`config.mk`:
```
export PLATFORM = sky130hd
export DESIGN_NAME = mct_cell
export DESIGN_NICKNAME = d
export VERILOG_FILES = /design/src/rtl/core/mct_pkg.sv /design/src/rtl/core/mct_cell.sv
export SDC_FILE = /design/constraint.sdc
export NUM_CORES = 1
export LEC_CHECK = 0
export ABC_AREA = 1
export BUFFER_PORTS_ARGS = -buffer_cell sky130_fd_sc_hd__buf_2
export CAP_MARGIN = 20
export CELL_PAD_IN_SITES_DETAIL_PLACEMENT = 2
export CELL_PAD_IN_SITES_GLOBAL_PLACEMENT = 2
export CORE_MARGIN = 3
export CORE_UTILIZATION = 24
export CTS_CLUSTER_DIAMETER = 200
export DETAILED_ROUTE_END_ITERATION = 10
export HOLD_SLACK_MARGIN = 0.05
export PLACE_DENSITY = 0.83
export SLEW_MARGIN = 20
export SYNTH_ARGS = -nofsm -noshare
export SYNTH_HDL_FRONTEND = slang
export SYNTH_SLANG_ARGS = --single-unit
```
`constraint.sdc`:
```
create_clock -name aclk -period 5.3 [get_ports aclk]
set_clock_uncertainty 0.1 [all_clocks]
set_input_delay 0.265 -clock aclk [delete_from_list [all_inputs] [get_ports aclk]]
set_output_delay 0.265 -clock aclk [all_outputs]
set_load 0.05 [all_outputs]
```
`src/rtl/core/mct_pkg.sv`:
```
// shared types and constants for the multiset count table
package mct_pkg;

    localparam int COUNT_W  = 31;
    localparam int IN_W     = 32;
    localparam int ACTION_W = 2;
    localparam int STATUS_W = 2;

    localparam logic [COUNT_W-1:0] COUNT_MAX = {COUNT_W{1'b1}};

    localparam logic [ACTION_W-1:0] ACT_ADD    = 2'd0;
    localparam logic [ACTION_W-1:0] ACT_REMOVE = 2'd1;

    localparam logic [STATUS_W-1:0] STATUS_OK   = 2'd0;
    localparam logic [STATUS_W-1:0] STATUS_NEG  = 2'd1;
    localparam logic [STATUS_W-1:0] STATUS_FULL = 2'd2;

    typedef enum logic [1:0] {
        ST_IDLE,
        ST_CMP,
        ST_SEL,
        ST_UPD
    } state_t;

    typedef enum logic [2:0] {
        CELL_NOP,
        CELL_CMP,
        CELL_WRITE,
        CELL_LOAD,
        CELL_SHIFT
    } cell_op_t;

endpackage

```
`src/rtl/core/mct_cell.sv`:
```
// one table entry: value, count and match flag, shifts down from its upper neighbor
module mct_cell #(
    parameter int TABLE_DEPTH = 64,
    parameter int VALUE_WIDTH = 32,
    parameter int INDEX       = 0
) (
    input  logic                                aclk,
    input  mct_pkg::cell_op_t                   op,
    input  logic [$clog2(TABLE_DEPTH)-1:0]      slot,
    input  logic [$clog2(TABLE_DEPTH+1)-1:0]    used,
    input  logic [VALUE_WIDTH-1:0]              value_in,
    input  logic [mct_pkg::COUNT_W-1:0]         count_in,
    input  logic [VALUE_WIDTH-1:0]              nb_value,
    input  logic [mct_pkg::COUNT_W-1:0]         nb_count,
    output logic [VALUE_WIDTH-1:0]              value_out,
    output logic [mct_pkg::COUNT_W-1:0]         count_out,
    output logic                                hit
);

    localparam int IDX_W = $clog2(TABLE_DEPTH);
    localparam int CNT_W = $clog2(TABLE_DEPTH + 1);
    localparam logic [IDX_W-1:0] MY_IDX = IDX_W'(INDEX);
    localparam logic [CNT_W-1:0] MY_POS = CNT_W'(INDEX);

    logic [VALUE_WIDTH-1:0]      value_reg;
    logic [mct_pkg::COUNT_W-1:0] count_reg;
    logic                        hit_reg;

    always_ff @(posedge aclk) begin
        case (op)
            mct_pkg::CELL_CMP: begin
                hit_reg <= (MY_POS < used) && (value_reg == value_in);
            end
            mct_pkg::CELL_WRITE: begin
                if (MY_IDX == slot) begin
                    count_reg <= count_in;
                end
            end
            mct_pkg::CELL_LOAD: begin
                if (MY_IDX == slot) begin
                    value_reg <= value_in;
                    count_reg <= count_in;
                end
            end
            mct_pkg::CELL_SHIFT: begin
                if (MY_IDX >= slot) begin
                    value_reg <= nb_value;
                    count_reg <= nb_count;
                end
            end
            default: begin
            end
        endcase
    end

    assign value_out = value_reg;
    assign count_out = count_reg;
    assign hit       = hit_reg;

endmodule

```
Yosys cells after proc, flatten, opt, wreduce, memory -nomap -nowiden
Cells that the tools add are included.
- flip-flop bits (word level): 64
- magnitude comparators: 2
- equal/unequal tests: 8
- multiplexer cells: 6
- reduce and logical (&&, ||, !) cells: 7
- operators with widths (kind ; number):
    2-to-1 mux 32 bit ; 2
    case mux 32 bit (2 select lines) ; 1
    2-to-1 mux 31 bit ; 2
    case mux 31 bit (2 select lines) ; 1
    equality test 32 bit ; 1
    < comparator 1 x 7 -> 1 bit, first input constant ; 1
    equality test 3 x 2 -> 1 bit, second input constant ; 2
    >= comparator 1 x 6 -> 1 bit, first input constant ; 1
    logical NOT 6 bit ; 1
    AND reduction 3 bit ; 2
    inequality test 2 bit, second input constant ; 2
    nonzero test 2 bit ; 2
    equality test 3 x 1 -> 1 bit, second input constant ; 1
    equality test 3 bit, second input constant ; 1
    inequality test 2 x 1 -> 1 bit, second input constant ; 1
    OR reduction 2 bit ; 1
    logical AND 1 bit ; 1

Longest topological paths before layout
- word-level depth: 4
- gate-level depth with buffers: 8

Worst setup path after synthesis
Ideal clock, no wire load.
- path type: input port to flip-flop
- start: input op[2]
- end: register value_reg[0] (netlist: value_out[0]) (enable)
- setup time: 0.461 ns
- arrival: 2.976 ns
- data required time: 4.739 ns
- slack: 1.763 ns
- cell stages on the path: 5
- buffers on the path: 1
- cells stage by stage: inv_1 nor3_4 buf_6 a21oi_1 nor3_1
- cells in the longest elaborated chain, start to end: 3
- elaborated cells between the ends (all ways): 6
- RTL lines (what ; line ; text):
    start, declared ; mct_cell.sv:8 ; input mct_pkg::cell_op_t op,
    equality test 3 bit or equality test 3 x 2 -> 1 bit (tied branches) ; mct_cell.sv:30 ; case (op)
    inequality test 2 bit (no line) or nonzero test 2 bit (tied branches) ; n/a ;
    AND reduction 3 bit (no line) * ; n/a ;
    end signal, assigned ; mct_cell.sv:41 ; value_reg <= value_in;
    end signal, assigned ; mct_cell.sv:47 ; value_reg <= nb_value;
    end, declared ; mct_cell.sv:25 ; logic [VALUE_WIDTH-1:0] value_reg;
Every way passes the cells marked *; elsewhere a longest branch is shown, timed or not.
A chain may end at the register's enable or synchronous reset.

Final worst setup path
- start: input op[1]
- end: register value_reg[3] (netlist: value_out[3]) (enable)
Same word-level chain as after synthesis.

==> qor.csv <==
metric,value,unit
ctsHtreeMaxLevel,3,
yosys_register_bits,64,
finalSetupTns,0,ns
power.switching,277.8,uW
drt-total-wl,12.35,mm
status,finished clean,
grt_overflow,0,
start_kind,input port,
internal_power,977.6,uW
grt_max_degree,52,
leakagePower,2.406,nW
end_kind,register,
clock-sinks,64,
synth_fp_nets,543,
dp_hpwl,10.08,mm
clock-root-buffer,clkbuf_16,
clockPowerShare,44.0,%
die_h,123.8,um
post-synth-top-area-fraction,57.70,%
cap_violations,0,
drive_above_1_share,37.44,%
synth_ff_type,edfxtp_1,
dr.pass1.iters,4,
dieArea,15330,um2
hold_path_depth,3,
syn2layout_area_growth,44.14,%
syn-instance-count,400,
num_vias,3425,
setup-violations-final,0,
hold_violations,0,
ys_top_cells_by_count,"214 x nand2_1, 64 x edfxtp_1, 38 x inv_1, 25 x o21ai_0, 23 x nor2_1",
synth.most_common_cell,nand2_1,
drt_first_iter_violations,146,
io_buffers,206,
pwr-share-seq,44.9,%
cp_data_required_time,5.16,ns
relSlewSlack,48.85,%
rows,42,
hold_class,in -> reg,
synth_edf_count,64,
die_w,123.8,um
max_freq,500.7,MHz
finalNetCount,751,
fin_crit_sh,37.68,%
yosys-top-cells-area,"edfxtp_1 58%, nand2_1 24%, inv_1 4.3%",
cts_tree,done,
rsz0062_at_grt,no,
postCtsHoldBufs,0,
ios,207,
antenna_found_initial,0,
grt_use_total,16.44,%
syn-cell-area,3331,um2
core-area,13400,um2
utilization,35.83,%
p_sw_share,22.13,%
yosys_warnings,0,
cts_max_path_buffers,2,
report.final.slew_viol_count,0,
peakVddDrop,94.61,uV
crit_fanout,51,
tightestPinTransition,0.7673,ns
drc,0,
synth.avg_cell_area,8.327,um2
synthArstFlopShare,0,%
worstSetupPathType,in -> reg,
p_comb_share,11.0,%
largest_reg_flops,32,
min_period,1.997,ns
start_util,24.86,%
reg2reg_depth,6,
ant_nets,0,
grt_pass1_vias,3763,
wl_per_cell,15.73,um
ys_seq_area_share,57.70,%
yosysUniqueCellTypes,19,
place_congestion,0.7518,
antenna_cells,0,
clock_latency,0.32,ns
grt_pass1_wl,19.13,mm
numCtsBuffers,9,
vias_per_cell,4.363,
synth_area_leader_cell,edfxtp_1,
critPathArrivalTime,1.86,ns
ctsResizeCount,0,
p_per_area,261.5,nW/um2
clk_pin_slew,0.05,ns
cts_setup_buffers,0,
## critical path, stage by stage
cell,delay (ns)
buf_2,0.13
nor3_4,0.19
buf_4,0.44
a21oi_1,0.16
nor3_2,0.23
buf_4,0.44
## cells by family after synthesis
kind of cell	after synthesis	share of synthesized area [%]
AO/OA/AOI/OAI	26	3.907
XOR/XNOR	10	2.630
buffers and inverters	52	6.875
flip-flops	64	57.70
AND/OR/NAND/NOR	248	28.89
## power by group through the flow
stage / combinational (mW) / sequential (mW) / clock [mW]
after CTS: 0.142 / 0.564 / 0.569
after floorplan: 0.0560 / 0.582 / 0
after detailed placement: 0.141 / 0.574 / 0
after global placement: 0.133 / 0.574 / 0
final: 0.138 / 0.564 / 0.553
after global routing: 0.158 / 0.564 / 0.591
## cell type report
type / count / area, um2
clock buffer: 10 / 229.0
clock inverter: 2 / 35.03
fill: 1599 / 8600
inverter: 39 / 146.4
multi-input combinational: 284 / 1187
sequential: 64 / 1922
tap: 176 / 220.2
timing repair buffer: 210 / 1061
## cell usage in the layout, fill, tap and decap left out, types with 3 or more instances in the layout
cell type,instances
buf_2,206
buf_4,4
clkbuf_16,9
edfxtp_1,64
inv_1,38
nand2_1,214
nand3_1,3
nor2_1,22
o21ai_0,25
or2_2,3
xnor2_1,9
## metal layers
| layer | vias up | share of wire (%) | GRT usage (%) |
|---|---|---|---|
| met4 | 0 | 1.6 | 6.298 |
| met5 | - | 0 | 0 |
| met2 | 159 | 49 | 28.29 |
| li1 | 1666 | - | - |
| met3 | 12 | 11 | 5.586 |
| met1 | 1588 | 39 | 18.79 |
## path summary, 6_finish.rpt
| kind | from | to | slack (ns) |
|---|---|---|---|
| hold reg to reg | value_out[16] | hit | 0.75 |
| hold / removal | count_in[5] | count_out[5] | 0.11 |
| setup reg to reg | value_out[13] | hit | 3.88 |
| setup / recovery | op[1] | value_out[3] | 3.30 |
## through the flow
step                      instance area [um2]  hold WS, ns  std cells  power (mW)  setup slack [ns]
after CTS                                4801      0.09495        785       1.275             3.254
final                                    4801       0.1099        785       1.255             3.303
after detailed placement                 4537       0.4379        773      0.7157             2.906
after floorplan                          3331       0.3436        400      0.6376             1.763
after global placement                   4537       0.4302        773      0.7073             2.965
after global routing                     4801       0.1025        785       1.313             3.113
No activity file was read; power rests on OpenSTA's default activity.
